`src/sv/dtf_pkg.sv`:
```
// Package: token, phase and status types plus constants for the decimal text parser.
`timescale 1ns / 1ps
`default_nettype none
package dtf_pkg;

	localparam int CH_W      = 8;
	localparam int DIGIT_W   = 4;
	localparam int LIMIT_W   = 25;
	localparam int VALUE_W   = 26;
	localparam int STATUS_W  = 2;
	localparam int ADDR_W    = 3;
	localparam int DATA_W    = 32;
	localparam int FIFO_DEPTH = 2;

	localparam logic [LIMIT_W-1:0] LIMIT_RESET = 25'd20000000;
	localparam logic ADDR_REG_LIMIT = 1'b0;

	typedef enum logic [2:0] {
		TK_WS,
		TK_PLUS,
		TK_MINUS,
		TK_DIGIT,
		TK_POINT,
		TK_END,
		TK_OTHER
	} tok_kind_t;

	typedef struct packed {
		tok_kind_t            kind;
		logic [DIGIT_W-1:0]   digit;
	} token_t;

	typedef enum logic [2:0] {
		PH_LEAD,
		PH_SIGN,
		PH_INT,
		PH_FRAC,
		PH_TRAIL
	} phase_t;

	typedef enum logic [STATUS_W-1:0] {
		ST_OK        = 2'd0,
		ST_MALFORMED = 2'd1,
		ST_RANGE     = 2'd2
	} status_t;

	// powers of ten, saturating at 1e9
	function automatic logic [31:0] pow10(input logic [3:0] e);
		logic [31:0] r;
		unique case (e)
			4'd0: r = 32'd1;
			4'd1: r = 32'd10;
			4'd2: r = 32'd100;
			4'd3: r = 32'd1000;
			4'd4: r = 32'd10000;
			4'd5: r = 32'd100000;
			4'd6: r = 32'd1000000;
			4'd7: r = 32'd10000000;
			4'd8: r = 32'd100000000;
			default: r = 32'd1000000000;
		endcase
		return r;
	endfunction

endpackage
`default_nettype wire

```
`src/sv/dtf_if.sv`:
```
// Interfaces: character request channel and result channel.
`timescale 1ns / 1ps
`default_nettype none
interface dtf_in_if;
	logic                      valid;
	logic                      ready;
	logic [dtf_pkg::CH_W-1:0]  ch;

	modport source (output valid, output ch, input ready);
	modport sink (input valid, input ch, output ready);
endinterface

interface dtf_out_if;
	logic                             valid;
	logic                             ready;
	logic [dtf_pkg::STATUS_W-1:0]     status;
	logic signed [dtf_pkg::VALUE_W-1:0] value;

	modport source (output valid, output status, output value, input ready);
	modport sink (input valid, input status, input value, output ready);
endinterface
`default_nettype wire

```
`src/sv/dtf_front.sv`:
```
// Front end: takes characters and classifies each into a token.
`timescale 1ns / 1ps
`default_nettype none
module dtf_front (
	dtf_in_if.sink           chars,
	output logic             tok_valid,
	input  logic             tok_ready,
	output dtf_pkg::token_t  tok
);

	logic [dtf_pkg::CH_W-1:0] c;

	assign c           = chars.ch;
	assign tok_valid   = chars.valid;
	assign chars.ready = tok_ready;

	always_comb begin
		tok.digit = c[dtf_pkg::DIGIT_W-1:0];
		priority if (c == 8'd0) begin
			tok.kind = dtf_pkg::TK_END;
		end else if (c == 8'd32 || (c >= 8'd9 && c <= 8'd13)) begin
			tok.kind = dtf_pkg::TK_WS;
		end else if (c == 8'h2B) begin
			tok.kind = dtf_pkg::TK_PLUS;
		end else if (c == 8'h2D) begin
			tok.kind = dtf_pkg::TK_MINUS;
		end else if (c == 8'h2E) begin
			tok.kind = dtf_pkg::TK_POINT;
		end else if (c >= 8'h30 && c <= 8'h39) begin
			tok.kind = dtf_pkg::TK_DIGIT;
		end else begin
			tok.kind = dtf_pkg::TK_OTHER;
		end
	end

endmodule
`default_nettype wire

```
`src/sv/dtf_fifo.sv`:
```
// Two-entry token queue between front end and parser.
`timescale 1ns / 1ps
`default_nettype none
module dtf_fifo (
	input  logic             clk,
	input  logic             arst_n,
	input  logic             push_valid,
	output logic             push_ready,
	input  dtf_pkg::token_t  push_tok,
	output logic             pop_valid,
	input  logic             pop_ready,
	output dtf_pkg::token_t  pop_tok
);

	localparam int PTR_W = $clog2(dtf_pkg::FIFO_DEPTH);
	localparam int CNT_W = $clog2(dtf_pkg::FIFO_DEPTH + 1);

	dtf_pkg::token_t     mem_q [dtf_pkg::FIFO_DEPTH];
	logic [PTR_W-1:0]    wr_ptr_q;
	logic [PTR_W-1:0]    rd_ptr_q;
	logic [CNT_W-1:0]    count_q;
	logic                do_push;
	logic                do_pop;

	assign push_ready = (count_q != CNT_W'(dtf_pkg::FIFO_DEPTH));
	assign pop_valid  = (count_q != '0);
	assign pop_tok    = mem_q[rd_ptr_q];
	assign do_push    = push_valid && push_ready;
	assign do_pop     = pop_valid && pop_ready;

	always_ff @(posedge clk or negedge arst_n) begin
		if (!arst_n) begin
			wr_ptr_q <= '0;
			rd_ptr_q <= '0;
			count_q  <= '0;
		end else begin
			if (do_push) begin
				wr_ptr_q <= wr_ptr_q + 1'b1;
			end
			if (do_pop) begin
				rd_ptr_q <= rd_ptr_q + 1'b1;
			end
			if (do_push && !do_pop) begin
				count_q <= count_q + 1'b1;
			end else if (do_pop && !do_push) begin
				count_q <= count_q - 1'b1;
			end
		end
	end

	always_ff @(posedge clk) begin
		if (do_push) begin
			mem_q[wr_ptr_q] <= push_tok;
		end
	end

endmodule
`default_nettype wire

```
`src/sv/dtf_back.sv`:
```
// Back end: parse state machine, fraction accumulation and result register.
`timescale 1ns / 1ps
`default_nettype none
module dtf_back #(
	parameter int FRACTION_DIGITS = 7
) (
	input  logic                              clk,
	input  logic                              arst_n,
	input  logic                              tok_valid,
	output logic                              tok_ready,
	input  dtf_pkg::token_t                   tok,
	input  logic [dtf_pkg::LIMIT_W-1:0]       limit,
	dtf_out_if.source                         results
);

	localparam longint unsigned MAG_MAX =
		64'(3) * 64'(dtf_pkg::pow10(4'(FRACTION_DIGITS)));
	localparam int MAG_W = $clog2(MAG_MAX + 1);
	localparam int CNT_W = $clog2(FRACTION_DIGITS + 2);
	localparam int CMP_W = (MAG_W > dtf_pkg::LIMIT_W) ? MAG_W : dtf_pkg::LIMIT_W;
	localparam int EXT_W = (MAG_W > dtf_pkg::VALUE_W) ? MAG_W : dtf_pkg::VALUE_W;
	localparam int PROD_W = 36;

	dtf_pkg::phase_t          phase_q, phase_d;
	logic                     neg_q, neg_d;
	logic [MAG_W-1:0]         mag_q, mag_d;
	logic [CNT_W-1:0]         cnt_q, cnt_d;
	logic                     bad_q, bad_d;

	logic                     out_valid_q;
	dtf_pkg::status_t         status_q, status_d;
	logic [dtf_pkg::VALUE_W-1:0] value_q, value_d;

	logic                     take;
	logic                     emit;
	logic                     out_free;
	logic                     is_int_digit;
	logic [31:0]              frac_weight;
	logic [PROD_W-1:0]        int_prod;
	logic [PROD_W-1:0]        frac_prod;
	logic [EXT_W-1:0]         mag_ext;
	logic [dtf_pkg::VALUE_W-1:0] mag_v;
	logic                     over;

	assign out_free     = !out_valid_q || results.ready;
	assign tok_ready    = (tok.kind != dtf_pkg::TK_END) || out_free;
	assign take         = tok_valid && tok_ready;
	assign emit         = take && (tok.kind == dtf_pkg::TK_END);
	assign is_int_digit = (tok.kind == dtf_pkg::TK_DIGIT) && (tok.digit <= 4'd2);

	assign frac_weight = dtf_pkg::pow10(4'(FRACTION_DIGITS - 1) - 4'(cnt_q));
	assign int_prod    = PROD_W'(tok.digit) *
		PROD_W'(dtf_pkg::pow10(4'(FRACTION_DIGITS)));
	assign frac_prod   = PROD_W'(tok.digit) * PROD_W'(frac_weight);

	assign mag_ext = EXT_W'(mag_q);
	assign mag_v   = mag_ext[dtf_pkg::VALUE_W-1:0];
	assign over    = CMP_W'(mag_q) > CMP_W'(limit);

	always_ff @(posedge clk or negedge arst_n) begin
		if (!arst_n) begin
			phase_q     <= dtf_pkg::PH_LEAD;
			neg_q       <= 1'b0;
			mag_q       <= '0;
			cnt_q       <= '0;
			bad_q       <= 1'b0;
			out_valid_q <= 1'b0;
		end else begin
			if (take) begin
				phase_q <= phase_d;
				neg_q   <= neg_d;
				mag_q   <= mag_d;
				cnt_q   <= cnt_d;
				bad_q   <= bad_d;
			end
			if (emit) begin
				out_valid_q <= 1'b1;
			end else if (results.ready) begin
				out_valid_q <= 1'b0;
			end
		end
	end

	always_ff @(posedge clk) begin
		if (emit) begin
			status_q <= status_d;
			value_q  <= value_d;
		end
	end

	always_comb begin
		phase_d  = phase_q;
		neg_d    = neg_q;
		mag_d    = mag_q;
		cnt_d    = cnt_q;
		bad_d    = bad_q;
		status_d = dtf_pkg::ST_OK;
		value_d  = '0;

		if (tok.kind == dtf_pkg::TK_END) begin
			priority if (bad_q || phase_q == dtf_pkg::PH_LEAD || phase_q == dtf_pkg::PH_SIGN) begin
				status_d = dtf_pkg::ST_MALFORMED;
			end else if (over) begin
				status_d = dtf_pkg::ST_RANGE;
			end else begin
				status_d = dtf_pkg::ST_OK;
				value_d  = neg_q ? (-mag_v) : mag_v;
			end
			phase_d = dtf_pkg::PH_LEAD;
			neg_d   = 1'b0;
			mag_d   = '0;
			cnt_d   = '0;
			bad_d   = 1'b0;
		end else if (!bad_q) begin
			unique case (phase_q)
				dtf_pkg::PH_LEAD: begin
					priority if (tok.kind == dtf_pkg::TK_WS) begin
						phase_d = dtf_pkg::PH_LEAD;
					end else if (tok.kind == dtf_pkg::TK_PLUS || tok.kind == dtf_pkg::TK_MINUS) begin
						neg_d   = (tok.kind == dtf_pkg::TK_MINUS);
						phase_d = dtf_pkg::PH_SIGN;
					end else if (is_int_digit) begin
						mag_d   = MAG_W'(int_prod);
						phase_d = dtf_pkg::PH_INT;
					end else begin
						bad_d = 1'b1;
					end
				end
				dtf_pkg::PH_SIGN: begin
					if (is_int_digit) begin
						mag_d   = MAG_W'(int_prod);
						phase_d = dtf_pkg::PH_INT;
					end else begin
						bad_d = 1'b1;
					end
				end
				dtf_pkg::PH_INT: begin
					priority if (tok.kind == dtf_pkg::TK_POINT) begin
						phase_d = dtf_pkg::PH_FRAC;
					end else if (tok.kind == dtf_pkg::TK_WS) begin
						phase_d = dtf_pkg::PH_TRAIL;
					end else begin
						bad_d = 1'b1;
					end
				end
				dtf_pkg::PH_FRAC: begin
					priority if (tok.kind == dtf_pkg::TK_DIGIT) begin
						priority if (cnt_q < CNT_W'(FRACTION_DIGITS)) begin
							cnt_d = cnt_q + 1'b1;
							mag_d = mag_q + MAG_W'(frac_prod);
						end else if (cnt_q == CNT_W'(FRACTION_DIGITS)) begin
							// rounding digit
							cnt_d = cnt_q + 1'b1;
							if (tok.digit >= 4'd5) begin
								mag_d = mag_q + 1'b1;
							end
						end else begin
							cnt_d = cnt_q;
						end
					end else if (tok.kind == dtf_pkg::TK_WS) begin
						phase_d = dtf_pkg::PH_TRAIL;
					end else begin
						bad_d = 1'b1;
					end
				end
				default: begin
					if (tok.kind != dtf_pkg::TK_WS) begin
						bad_d = 1'b1;
					end
				end
			endcase
		end
	end

	assign results.valid  = out_valid_q;
	assign results.status = status_q;
	assign results.value  = value_q;

endmodule
`default_nettype wire

```
`src/sv/decimal_text_to_fixed_point_top.sv`:
```
// Top level: decimal text to signed fixed point converter with APB limit register.
//
// Accepts one character per clock on chars while the token queue has room, and
// returns one result per zero byte on results. A zero byte's result passes
// through the two-entry token queue and then the parser's result register.
// Characters keep flowing while a result waits; only a second terminator behind
// an unread result holds the queue. The limit register sits at byte address 0
// and resets to 20000000 (units of 1e-7).
`timescale 1ns / 1ps
`default_nettype none
module decimal_text_to_fixed_point_top #(
	parameter int FRACTION_DIGITS = 7
) (
	input  logic                              clk,
	input  logic                              arst_n,
	dtf_in_if.sink                            chars,
	dtf_out_if.source                         results,
	input  logic                              psel,
	input  logic                              penable,
	input  logic                              pwrite,
	input  logic [dtf_pkg::ADDR_W-1:0]        paddr,
	input  logic [dtf_pkg::DATA_W-1:0]        pwdata,
	output logic [dtf_pkg::DATA_W-1:0]        prdata,
	output logic                              pready
);

	logic [dtf_pkg::LIMIT_W-1:0] limit_q;
	logic                        hit_limit;

	logic                        f_valid;
	logic                        f_ready;
	dtf_pkg::token_t             f_tok;
	logic                        b_valid;
	logic                        b_ready;
	dtf_pkg::token_t             b_tok;

	assign pready    = 1'b1;
	assign hit_limit = (paddr[2] == dtf_pkg::ADDR_REG_LIMIT);
	assign prdata    = hit_limit ? dtf_pkg::DATA_W'(limit_q) : '0;

	always_ff @(posedge clk or negedge arst_n) begin
		if (!arst_n) begin
			limit_q <= dtf_pkg::LIMIT_RESET;
		end else if (psel && penable && pwrite && pready && hit_limit) begin
			limit_q <= pwdata[dtf_pkg::LIMIT_W-1:0];
		end
	end

	dtf_front u_front (
		.chars     (chars),
		.tok_valid (f_valid),
		.tok_ready (f_ready),
		.tok       (f_tok)
	);

	dtf_fifo u_fifo (
		.clk        (clk),
		.arst_n     (arst_n),
		.push_valid (f_valid),
		.push_ready (f_ready),
		.push_tok   (f_tok),
		.pop_valid  (b_valid),
		.pop_ready  (b_ready),
		.pop_tok    (b_tok)
	);

	dtf_back #(
		.FRACTION_DIGITS (FRACTION_DIGITS)
	) u_back (
		.clk       (clk),
		.arst_n    (arst_n),
		.tok_valid (b_valid),
		.tok_ready (b_ready),
		.tok       (b_tok),
		.limit     (limit_q),
		.results   (results)
	);

endmodule
`default_nettype wire

```
`src/flat_wrapper.sv`:
```
// flat-port wrapper written by rule: the top's interface ports become plain ports
module decimal_text_to_fixed_point_top_flat 
#(
	parameter int FRACTION_DIGITS = 7
)
  (clk, arst_n, psel, penable, pwrite, paddr, pwdata, prdata, pready, chars_valid, chars_ch, chars_ready, results_valid, results_status, results_value, results_ready);
  dtf_in_if chars_i ();
  dtf_out_if results_i ();
  input  logic clk;
  input  logic arst_n;
  input  logic psel;
  input  logic penable;
  input  logic pwrite;
  input  logic [dtf_pkg::ADDR_W-1:0] paddr;
  input  logic [dtf_pkg::DATA_W-1:0] pwdata;
  output logic [dtf_pkg::DATA_W-1:0] prdata;
  output logic pready;
  input wire logic [$bits(chars_i.valid)-1:0] chars_valid;
  input wire logic [$bits(chars_i.ch)-1:0] chars_ch;
  output wire logic [$bits(chars_i.ready)-1:0] chars_ready;
  output wire logic [$bits(results_i.valid)-1:0] results_valid;
  output wire logic [$bits(results_i.status)-1:0] results_status;
  output wire logic [$bits(results_i.value)-1:0] results_value;
  input wire logic [$bits(results_i.ready)-1:0] results_ready;
  assign chars_i.valid = chars_valid;
  assign chars_i.ch = chars_ch;
  assign chars_ready = chars_i.ready;
  assign results_valid = results_i.valid;
  assign results_status = results_i.status;
  assign results_value = results_i.value;
  assign results_i.ready = results_ready;
  decimal_text_to_fixed_point_top #(.FRACTION_DIGITS(FRACTION_DIGITS)) u_core (.clk(clk), .arst_n(arst_n), .chars(chars_i), .results(results_i), .psel(psel), .penable(penable), .pwrite(pwrite), .paddr(paddr), .pwdata(pwdata), .prdata(prdata), .pready(pready));
endmodule
```
`config.mk`:
```
export PLATFORM = sky130hd
export DESIGN_NAME = decimal_text_to_fixed_point_top_flat
export DESIGN_NICKNAME = d
export VERILOG_FILES = /design/src/sv/dtf_pkg.sv /design/src/sv/dtf_if.sv /design/src/sv/dtf_front.sv /design/src/sv/dtf_fifo.sv /design/src/sv/dtf_back.sv /design/src/sv/decimal_text_to_fixed_point_top.sv /design/src/flat_wrapper.sv
export SDC_FILE = /design/constraint.sdc
export NUM_CORES = 1
export LEC_CHECK = 0
export BUFFER_PORTS_ARGS = -buffer_cell sky130_fd_sc_hd__buf_2
export CORE_ASPECT_RATIO = 1.4
export CORE_MARGIN = 2
export CORE_UTILIZATION = 55
export CTS_CLUSTER_SIZE = 10
export DETAILED_ROUTE_END_ITERATION = 7
export GPL_ROUTABILITY_DRIVEN = 0
export GPL_TIMING_DRIVEN = 0
export PLACE_DENSITY_LB_ADDON = 0.1
export SYNTH_ARGS = -nofsm -noshare
export SYNTH_HDL_FRONTEND = slang
export SYNTH_SLANG_ARGS = --single-unit
```
`constraint.sdc`:
```
create_clock -name clk -period 9.9 [get_ports clk]
set_input_delay 0 -clock clk [delete_from_list [all_inputs] [get_ports clk]]
set_output_delay 0 -clock clk [all_outputs]
set_load 0.02 [all_outputs]
```
# Word-level counts from Yosys, hierarchy flattened

Memory sizes are Yosys's and may differ from the RTL's.
Cells that the tools add are included.

Add/sub/neg operators: 9
$mul: 2
Magnitude comparators: 8
Equality and inequality tests: 23
Muxes and demuxes: 56
Bitwise logic cells: 3
Reductions and logical operators: 41

Operators by type and width:

| kind                                                                  | number |
|---|---|
| 25-bit two-way mux                                                    | 11 |
| 25-bit one-hot mux with 3 select lines                                | 1 |
| 3-bit two-way mux                                                     | 14 |
| 8-bit by 6-bit equality test with 1-bit output, second input constant | 4 |
| 4-bit by 32-bit multiplier with 25-bit output                         | 1 |
| 25-bit negator with 26-bit output                                     | 1 |
| 25-bit by 1-bit adder with 25-bit output, second input constant       | 1 |
| 25-bit adder                                                          | 1 |
| 25-bit > comparator                                                   | 1 |
| 4-bit two-way mux                                                     | 6 |
| 1-bit two-way mux                                                     | 19 |
| 4-bit by 17-bit multiplier with 18-bit output, second input constant  | 1 |
| 3-bit inequality test, second input constant                          | 5 |
| 2-bit nonzero test                                                    | 7 |
| 3-bit by 2-bit equality test with 1-bit output, second input constant | 4 |
| 3-bit one-hot mux with 4 select lines                                 | 1 |
| 1-bit logical AND                                                     | 11 |
| 5-bit AND reduction                                                   | 2 |
| 8-bit by 4-bit >= comparator with 1-bit output, second input constant | 1 |
| 8-bit by 6-bit >= comparator with 1-bit output, second input constant | 1 |
| 8-bit by 4-bit <= comparator with 1-bit output, second input constant | 1 |
| 8-bit by 6-bit <= comparator with 1-bit output, second input constant | 1 |
| 8-bit zero test                                                       | 1 |
| 4-bit inequality test, second input constant                          | 2 |
| other kinds (27)                                                      | 44 |

Flip-flop bits (word level): 92
Memory bits (writable): 14
Memory bits (read-only): 480
Input bits: 50
Output and inout port bits: 63
Logic and storage cells: 158
Memories: 2

Memory list:

| name                | words | width | read ports | clocked after memory_dff | wr ports | line           | text |
|---|---|---|---|---|---|---|---|
| (name not given)    | 16    | 30    | 1          | 0                        | 0        | dtf_pkg.sv:50  | `unique case (e)` |
| u_core.u_fifo.mem_q | 2     | 7     | 1          | 0                        | 1        | dtf_fifo.sv:18 | `dtf_pkg::token_t mem_q [dtf_pkg::FIFO_DEPTH];` |

# Logic depth before layout (Yosys ltp)

Gate-level depths: netlist (run 1).
An unclocked memory read counts as a cell.

Depth after elaboration: 9
Mapped depth: 23
Mapped depth without buffers: 21

# By module

Synthesis (run 1) repeated with hierarchy kept, for this count alone.

Cells, all modules: 1,307
Area total of the unflattened synthesis: 11,362.1 um^2

By module, submodules not included:

| module                          | times used | cells each | area each (um^2) |
|---|---|---|---|
| dtf_back                        | 1          | 1,147      | 9,182.6 |
| decimal_text_to_fixed_point_top | 1          | 90         | 1,273.7 |
| dtf_fifo                        | 1          | 40         | 715.7 |
| dtf_front                       | 1          | 30         | 190.2 |

# Least setup slack after synthesis (run 1)

OpenSTA, ideal clock, no wires.

Kind: flip-flop to flip-flop
Start: register u_core.u_back.cnt_q[0]
End: register u_core.u_back.mag_q[24]
Setup time: 0.083 ns
Arrival time: 5.322 ns
Path slack: 4.495 ns
Stages on the path, launching flop included: 24
Buffers on the path: 2
Clock period less this slack: 5.405 ns
Cell sequence: dfrtp_1 > clkbuf_1 > inv_1 > ha_1 > nand3b_1 > a21oi_1 > or2_2 > clkbuf_1 > a21oi_1 > nor2_1 > fa_1 > fa_1 > inv_1 > fa_1 > inv_1 > ha_1 > nand2_1 > o21ai_0 > a21oi_1 > o221ai_1 > a21oi_1 > o21ai_0 > mux2_2 > o21ai_0

Longest elaborated chain between the ends: 9
Elaborated cells on any way between the ends: 14

Ends and longest elaborated chain:

| element                                       | line            | text |
|---|---|---|
| from (decl)                                   | dtf_back.sv:27  | `logic [CNT_W-1:0] cnt_q, cnt_d;` |
| from (signal assigned)                        | dtf_back.sv:73  | `cnt_q <= cnt_d;` |
| 3-bit by 4-bit subtractor with 4-bit output   | dtf_back.sv:51  | `assign frac_weight = dtf_pkg::pow10(4'(FRACTION_DIGITS - 1) - 4'(cnt_q));` |
| memory read 16 x 30 bit                       | -               |  |
| 4-bit by 32-bit multiplier with 25-bit output | dtf_back.sv:54  | `assign frac_prod = PROD_W'(tok.digit) * PROD_W'(frac_weight);` |
| 25-bit adder                                  | dtf_back.sv:150 | `mag_d = mag_q + MAG_W'(frac_prod);` |
| 25-bit two-way mux                            | dtf_back.sv:148 | `priority if (cnt_q < CNT_W'(FRACTION_DIGITS)) begin` |
| 25-bit two-way mux                            | dtf_back.sv:147 | `priority if (tok.kind == dtf_pkg::TK_DIGIT) begin` |
| 25-bit one-hot mux with 3 select lines        | dtf_back.sv:115 | `unique case (phase_q)` |
| 25-bit two-way mux                            | dtf_back.sv:114 | `end else if (!bad_q) begin` |
| 25-bit two-way mux                            | dtf_back.sv:100 | `if (tok.kind == dtf_pkg::TK_END) begin` |
| to (signal assigned)                          | dtf_back.sv:72  | `mag_q <= mag_d;` |
| to (decl)                                     | dtf_back.sv:26  | `logic [MAG_W-1:0] mag_q, mag_d;` |

Parallel ways exist; a longest one is shown, timed or not. The select of a mux whose other input is x is not followed.
A chain may end at the register's enable or synchronous reset.

# Worst setup path in the final report (run 1)

Start: register u_core.u_back.cnt_q[0]
End: register u_core.u_back.mag_q[19]

Same word-level chain as after synthesis.

==> out/metrics.csv, run 1 <==
metric,value,unit
clock_path_buffers,2,
start_util,55.6,%
cts_resized,0,
cts_setup_buffers,0,
rsz0062_at_grt,false,
ys_ff_latch,106,
p_leak,5.84,nW
synth_edf_count,42,
fin_skew,0.0269,ns
fin_cells,1698,
chipWidth,124,um
drv_cap,0,
via_count,9656,
drtAntennaViolNets,0,
slew_viol_final,0,
fp.dieH,171,um
ys.flop_type,dfrtp_1,
h-tree-depth,3,
criticalPathCategory,reg -> reg,
placed_cells,1646,
grt_max_degree,64,
dp.final_hpwl,23700,um
synth_cell_types,84,
post-route-period-util,66.5,%
gr-total-overflow,0,
tightestPinTransition,1.15,ns
cpPeakStageDelay,0.83,ns
syn_avg_cell_area,8.51,um^2
top_usage_layer,met2,
drt_iter0_drc,544,
worstPathArrival,6.79,ns
synthCells,1293,
final_net_count,1649,
setup_viol,0,
met2_usage,51.4,%
grt_util_met1,34.5,%
ys_async_sr_fraction,60.4,%
min_period,6.58,ns
cts_tree,yes,
status,"complete, no violations",
area_growth,13.7,%
core.rowCount,61,
finalSetupTns,0,ns
finalHoldViolations,0,
clock.fmax,152,MHz
hp-class,in -> reg,
track_usage,29.5,%
wire_per_inst,17.8,um
cts_sinks,106,
clk_pin_slew,0.10,ns
coreArea,19800,um^2
routed_wirelength,30200,um
critPathCaptureType,register,
dieArea,21200,um^2
yosysSeqAreaShare,26.1,%
vdd_drop_max,0.000195,V
hold_buffers,36,
grt_pass1_wl,47900,um
drcViolationCount,0,
fin_hold_ws,0.0163,ns
io_pins,113,
port_buffers,94,
slew_headroom,23.0,%
insertion_delay,0.37,ns
antenna_found_initial,0,
worstPathMaxFanout,10,
dr.pass1.iters,5,
ys_warn_count,0,
vias_per_cell,5.69,
power.density,292,nW/um^2
grt_pass1_vias,9541,
cts_root_buf,clkbuf_16,
cp.required,10.11,ns
cts_buffers,9,
power,0.00365,W
drive_above_1_share,12.0,%
slowest_stage,a2111oi_0,
startpoint_type,register,
antenna_cells,0,
gr-usage-met3,3.28,%
synth.cell_area,11000,um^2
crit_chain,clkbuf_1 -> inv_1 -> ha_1 -> nand3b_1 -> a21oi_1 -> or2_2 -> clkbuf_1 -> a21oi_1 -> nor2_1 -> fa_1 -> fa_1 -> inv_1 -> fa_1 -> inv_1 -> ha_1 -> nand4_1 -> a2111oi_0 -> nor2_1 -> o221ai_1 -> xor2_1 -> o21ai_0 -> o21ai_0,
-- cell usage after synthesis (all sizes together), types with 4 or more instances --
cell | count | area (um^2)
o21ai | 74 | 370
edfxtp | 42 | 1260
o31ai | 10 | 75.1
a32oi | 4 | 35.0
a211oi | 11 | 82.6
or3 | 8 | 50.1
xnor2 | 63 | 552
or4 | 6 | 45.0
o21a | 11 | 83.8
dfstp | 8 | 210
a21oi | 71 | 355
or2 | 6 | 37.5
o41ai | 4 | 35.0
nand4 | 11 | 68.8
buf | 15 | 111
nor2 | 181 | 679
nor3 | 28 | 140
ha | 91 | 1140
dfrtp | 56 | 1400
a31oi | 8 | 50.1
nor2b | 9 | 56.3
a21o | 17 | 128
nor4 | 7 | 50.1
a22oi | 5 | 37.5
fa | 67 | 1340
nand3b | 6 | 45.0
nand2 | 76 | 285
and2 | 7 | 46.3
and3 | 5 | 31.3
mux2i | 9 | 93.8
inv | 166 | 623
nand3 | 37 | 185
nand2b | 15 | 93.8
clkbuf | 52 | 195
mux2 | 28 | 319
xor2 | 20 | 175
o211ai | 5 | 37.5
-- path summary, 6_finish.rpt --
| check | startpoint | cells after the start | slack [ns] | to |
|---|---|---|---|---|
| worst max-delay path | u_core.u_back.cnt_q[0] | 22 | 3.32 | u_core.u_back.mag_q[19] |
| worst min-delay path | chars_ch[4] | 2 | 0.02 | u_core.u_fifo.mem_q[0][5] |
| worst max register to register | u_core.u_back.cnt_q[0] | 22 | 3.32 | u_core.u_back.mag_q[19] |
| worst min register to register | u_core.u_fifo.wr_ptr_q | 1 | 0.50 | u_core.u_fifo.wr_ptr_q |
| max in group asynchronous | arst_n | 3 | 9.24 | u_core.u_back.mag_q[1] |
| min in group asynchronous | arst_n | 3 | 0.17 | u_core.u_back.mag_q[6] |
-- stage by stage --
step / cell area (um^2) / util, % / setup WS, ns
finish: 12500 / 63.3 / 3.32
global route: 12500 / 63.3 / 2.95
CTS: 12500 / 63.3 / 3.39
detailed placement: 11800 / 59.9 / 3.46
global placement: 11800 / 59.7 / 3.49
floorplan: 11000 / - / 4.50
-- flip-flops by register name (all words and copies together), names as in the netlist --
| register | count |
|---|---|
| u_core.u_fifo.count_q | 2 |
| u_core.u_back.results.valid | 1 |
| u_core.u_back.cnt_q | 4 |
| u_core.u_back.bad_q | 1 |
| u_core.u_back.results.status | 2 |
| u_core.u_fifo.rd_ptr_q | 1 |
| u_core.u_fifo.mem_q | 14 |
| u_core.u_back.mag_q | 25 |
| u_core.u_back.results.value | 26 |
| u_core.u_back.neg_q | 1 |
| u_core.u_fifo.wr_ptr_q | 1 |
| u_core.u_back.phase_q | 3 |
| u_core.limit_q | 25 |
-- routing by layer --
| metal | vias up | wire length (um) |
|---|---|---|
| met5 | - | 0 |
| met4 | 0 | 1820 |
| met3 | 103 | 1430 |
| met2 | 366 | 14900 |
| met1 | 4531 | 12100 |
| li1 | 4656 | - |
-- critical path, delay by kind of cell, from the launching register on --
| kind | cells | cell delay [ns] |
|---|---|---|
| adders and majority gates | 5 | 2.27 |
| xor gates and xnor gates | 1 | 0.09 |
| DFF | 1 | 0.42 |
| AOI/OAI and AO/OA | 6 | 1.96 |
| and+or+nand+nor | 5 | 0.78 |
| buffers and inverters | 5 | 0.87 |
-- cell families after synthesis --
logic type / after synthesis / share of synthesized area, %
simple gates: 412 / 17.3
compound gates: 261 / 15.2
buf+inv: 234 / 8.49
fa+ha+maj: 158 / 22.5
flops: 106 / 26.1
xor+xnor: 83 / 6.61
mux: 37 / 3.75
other cells: 2 / 0.0683
-- power by group --
part | switching [W] | total, W | internal [W]
Combinational | 0.00156 | 0.00263 | 0.00106
Clock | 0.000199 | 0.000380 | 0.000181
Sequential | 0.0000870 | 0.000641 | 0.000554
Total | 0.00185 | 0.00365 | 0.00180
-- cells in the final DEF, fill, tap and decap left out, types with 8 or more instances in the layout --
master           n
xnor2_1         63
o21ai_0         71
or3_1            8
clkbuf_16        9
mux2i_1          8
a31oi_1          8
o21a_1          10
dlygate4sd3_1   36
dfrtp_1         56
a21o_1          17
fa_1            67
edfxtp_1        42
mux2_2          27
a21oi_1         71
nand4_1         11
nand2b_1        15
dfstp_2          8
xor2_1          20
nor2b_1          9
inv_1          166
buf_2           95
ha_1            91
clkbuf_1        52
a211oi_1        11
o31ai_1         10
nor2_1         181
nand2_1         76
nand3_1         37
buf_4            9
nor3_1          28
conb_1           8
-- final cells by class --
class / count / area (um^2)
timing repair buffer: 131 / 861
multi-input combinational: 959 / 7210
buffer: 67 / 307
clock inverter: 7 / 83.8
inverter: 167 / 627
sequential: 106 / 2870
clock buffer: 9 / 225
fill: 1754 / 7260
tap: 252 / 315
No activity file was read; power rests on OpenSTA's default activity.
==> inputs of run 2 (changes only) <==
==> constraint.sdc (replaced) <==
create_clock -name clk -period 5.9 [get_ports clk]
set_input_delay 0 -clock clk [delete_from_list [all_inputs] [get_ports clk]]
set_output_delay 0 -clock clk [all_outputs]
set_load 0.02 [all_outputs]
==> run 2 against run 1 <==
  * Sequential cell count stayed put
  * Global-route usage hardly changed
  * Setup slack worse by 3.1 ns
==> out/metrics.csv, run 2 (same netlist as run 1, synthesis figures left out) <==
metric,value,unit,change
hp-class,in -> reg,,unchanged
timing.rr.start,u_core.u_back.cnt_q[0],,unchanged
p_sw_share,50.7,%,about the same
dr.pass1.iters,5,,unchanged
power.density,485,nW/um^2,was 292 nW/um^2
setup_viol,0,,unchanged
final_net_count,1648,,was 1649
placed_cell_area,11800,um^2,unchanged
cp_num_buf_inv,4,,was 5
startpoint,u_core.u_back.cnt_q[0],,unchanged
coreArea,19800,um^2,unchanged
cpPeakStageDelay,0.55,ns,was 0.83 ns
clock.fmax,176,MHz,was 152 MHz
power.combinational.fraction,72.1,%,was 72.0%
slew_viol_final,0,,unchanged
cts_tree,yes,,unchanged
drcViolationCount,0,,unchanged
fp.dieH,171,um,unchanged
finalHoldViolations,0,,unchanged
r2r_cells,22,,unchanged
core.rowCount,61,,unchanged
via_count,9703,,was 9656
timing.rr.end,u_core.u_back.mag_q[24],,was u_core.u_back.mag_q[19]
grt_pass1_wl,47900,um,about the same
ff2ff_setup_slack,0.22,ns,was 3.32 ns
endpoint,u_core.u_back.mag_q[24],,was u_core.u_back.mag_q[19]
largest_reg_flops,26,,unchanged
min_period,5.68,ns,was 6.58 ns
startpoint_type,register,,unchanged
drtAntennaViolNets,0,,unchanged
nFillCells,1737,,was 1754
cts_root_buf,clkbuf_16,,unchanged
switchingPower,0.00312,W,was 0.00185 W
area_growth,15.1,%,was 13.7%
crit_cells,22,,unchanged
drive_above_1_share,13.8,%,was 12.0%
clkPwrFrac,10.4,%,about the same
port_buffers,94,,unchanged
clock_path_buffers,2,,unchanged
final_common_cell,nor2_1,,unchanged
grt_max_degree,64,,unchanged
gr-total-overflow,0,,unchanged
track_usage,29.5,%,about the same
routed_wirelength,30400,um,was 30200 um
crit_chain,clkbuf_4 -> inv_1 -> ha_2 -> nand3b_1 -> a21oi_1 -> or2_2 -> a21oi_4 -> nor2_1 -> fa_1 -> fa_1 -> inv_1 -> fa_1 -> inv_1 -> ha_1 -> nand2_1 -> o21ai_0 -> a21oi_1 -> o221ai_2 -> a21oi_1 -> o21ai_1 -> mux2_2 -> o21ai_0,,was clkbuf_1 -> inv_1 -> ha_1 -> nand3b_1 -> a21oi_1 -> or2_2 -> clkbuf_1 -> a21oi_1 -> nor2_1 -> fa_1 -> fa_1 -> inv_1 -> fa_1 -> inv_1 -> ha_1 -> nand4_1 -> a2111oi_0 -> nor2_1 -> o221ai_1 -> xor2_1 -> o21ai_0 -> o21ai_0
final_cell_mix,"nor2_1 (180), inv_1 (166), buf_2 (95), ha_1 (89), nand2_1 (75)",,"was nor2_1 (181), inv_1 (166), buf_2 (95), ha_1 (91), nand2_1 (76)"
vias_per_cell,5.72,,was 5.69
cts_sinks,106,,unchanged
tightestPinTransition,1.16,ns,was 1.15 ns
slew_headroom,22.7,%,was 23.0%
wire_per_inst,17.9,um,was 17.8 um
worstPathMaxFanout,10,,unchanged
dieArea,21200,um^2,unchanged
grt_pass1_vias,9553,,was 9541
vdd_drop_max,0.000326,V,was 0.000195 V
finalSetupTns,0,ns,unchanged
cp.required,6.15,ns,was 10.11 ns
status,"complete, no violations",,unchanged
criticalPathCategory,reg -> reg,,unchanged
insertion_delay,0.37,ns,about the same
io_pins,113,,unchanged
p_int,0.00303,W,was 0.00180 W
cp_top_family,adder cells,,unchanged
h-tree-depth,3,,unchanged
post-route-period-util,96.3,%,was 66.5%
cts_buffers,9,,unchanged
fin_skew,0.0234,ns,was 0.0269 ns
worstPathArrival,5.93,ns,was 6.79 ns
start_util,55.6,%,unchanged
antenna_found_initial,0,,unchanged
seqPwrFrac,17.5,%,was 17.6%
dp.final_hpwl,23700,um,unchanged
slowest_stage,fa_1,,was a2111oi_0
clk_pin_slew,0.09,ns,was 0.10 ns
chipWidth,124,um,unchanged
drt_iter0_drc,608,,was 544
drv_cap,0,,unchanged
fin_area,12700,um^2,was 12500 um^2
critPathCaptureType,register,,unchanged
antenna_cells,0,,unchanged
p_leak,5.87,nW,was 5.84 nW
[run 2: cell count changes in the layout (fill, tap and decap cells not counted), moves of 2 or more]
cell / previous run / this run
xor2_1: 20 / 18
dfrtp_2: 0 / 3
buf_4: 9 / 11
xnor2_4: 0 / 2
clkbuf_1: 52 / 43
clkbuf_2: 0 / 5
ha_1: 91 / 89
o21ai_0: 71 / 67
o21ai_1: 3 / 6
dfrtp_1: 56 / 53
xnor2_1: 63 / 61
a2111oi_0: 3 / 1
[run 2: per-stage QoR]
step	std cells	hold slack (ns)	setup slack (ns)	util, %	total power, W
floorplan	1299	-0.296	0.495	-	0.00442
global placement	1645	0.204	-0.514	59.7	0.00532
detailed placement	1646	-0.198	-0.543	59.9	0.00539
CTS	1696	0.0104	0.00386	63.5	0.00607
global route	1697	0.0298	-0.00291	64.1	0.00673
finish	1697	0.0152	0.218	64.1	0.00615
[run 2: worst min path at each step]
stage                     cells past startpoint                        end  slack (ns)        start
after detailed placement                      1     u_core.u_back.mag_q[1]       -0.20       arst_n
after CTS                                     2  u_core.u_fifo.mem_q[0][5]        0.01  chars_ch[4]
after global routing                          2  u_core.u_fifo.mem_q[0][5]        0.03  chars_ch[4]
after floorplan                               0          u_core.limit_q[0]       -0.30       arst_n
final                                         2  u_core.u_fifo.mem_q[0][5]        0.02  chars_ch[4]
after global placement                        1  u_core.u_fifo.mem_q[0][2]        0.20  chars_ch[2]
[run 2: area by class of cell]
type                    count  area [um^2]  area share [%]
repair buffers            133          876            6.92
clock buffers               9          225            1.78
flip-flops and latches    106         2880            22.7
clock inverters             7         83.8           0.662
plain buffers              64          305            2.41
inverters                 167          627            4.95
well taps                 252          315            2.49
multi-input cells         959         7350            58.1
[run 2: power by group through the flow]
stage	registers (W)	logic, W	clock network [W]
2_1_floorplan	0.00105	0.00337	0
3_3_place_gp	0.00108	0.00424	0
3_5_place_dp	0.00109	0.00430	0
4_1_cts	0.00107	0.00436	0.000642
5_1_grt	0.00109	0.00496	0.000674
6_report	0.00108	0.00443	0.000637
[run 2: metal layers]
metal / part of all wire [%] / global-route usage, % / vias to the layer above
met2: 49 / 51.4 / 350
met1: 40 / 34.4 / 4589
li1: - / - / 4654
met5: 0 / 0 / -
met4: 6.0 / 17.5 / 0
met3: 4.5 / 3.28 / 110
[run 2: what timing repair did]
item                                   CTS  global route
hold buffers                            36             0
pin swaps                                1             2
gates resized for setup                 11            32
setup endpoints to repair               15            17
gates cloned                             0             0
setup buffers                            1             1
endpoints found under the hold margin  105             0
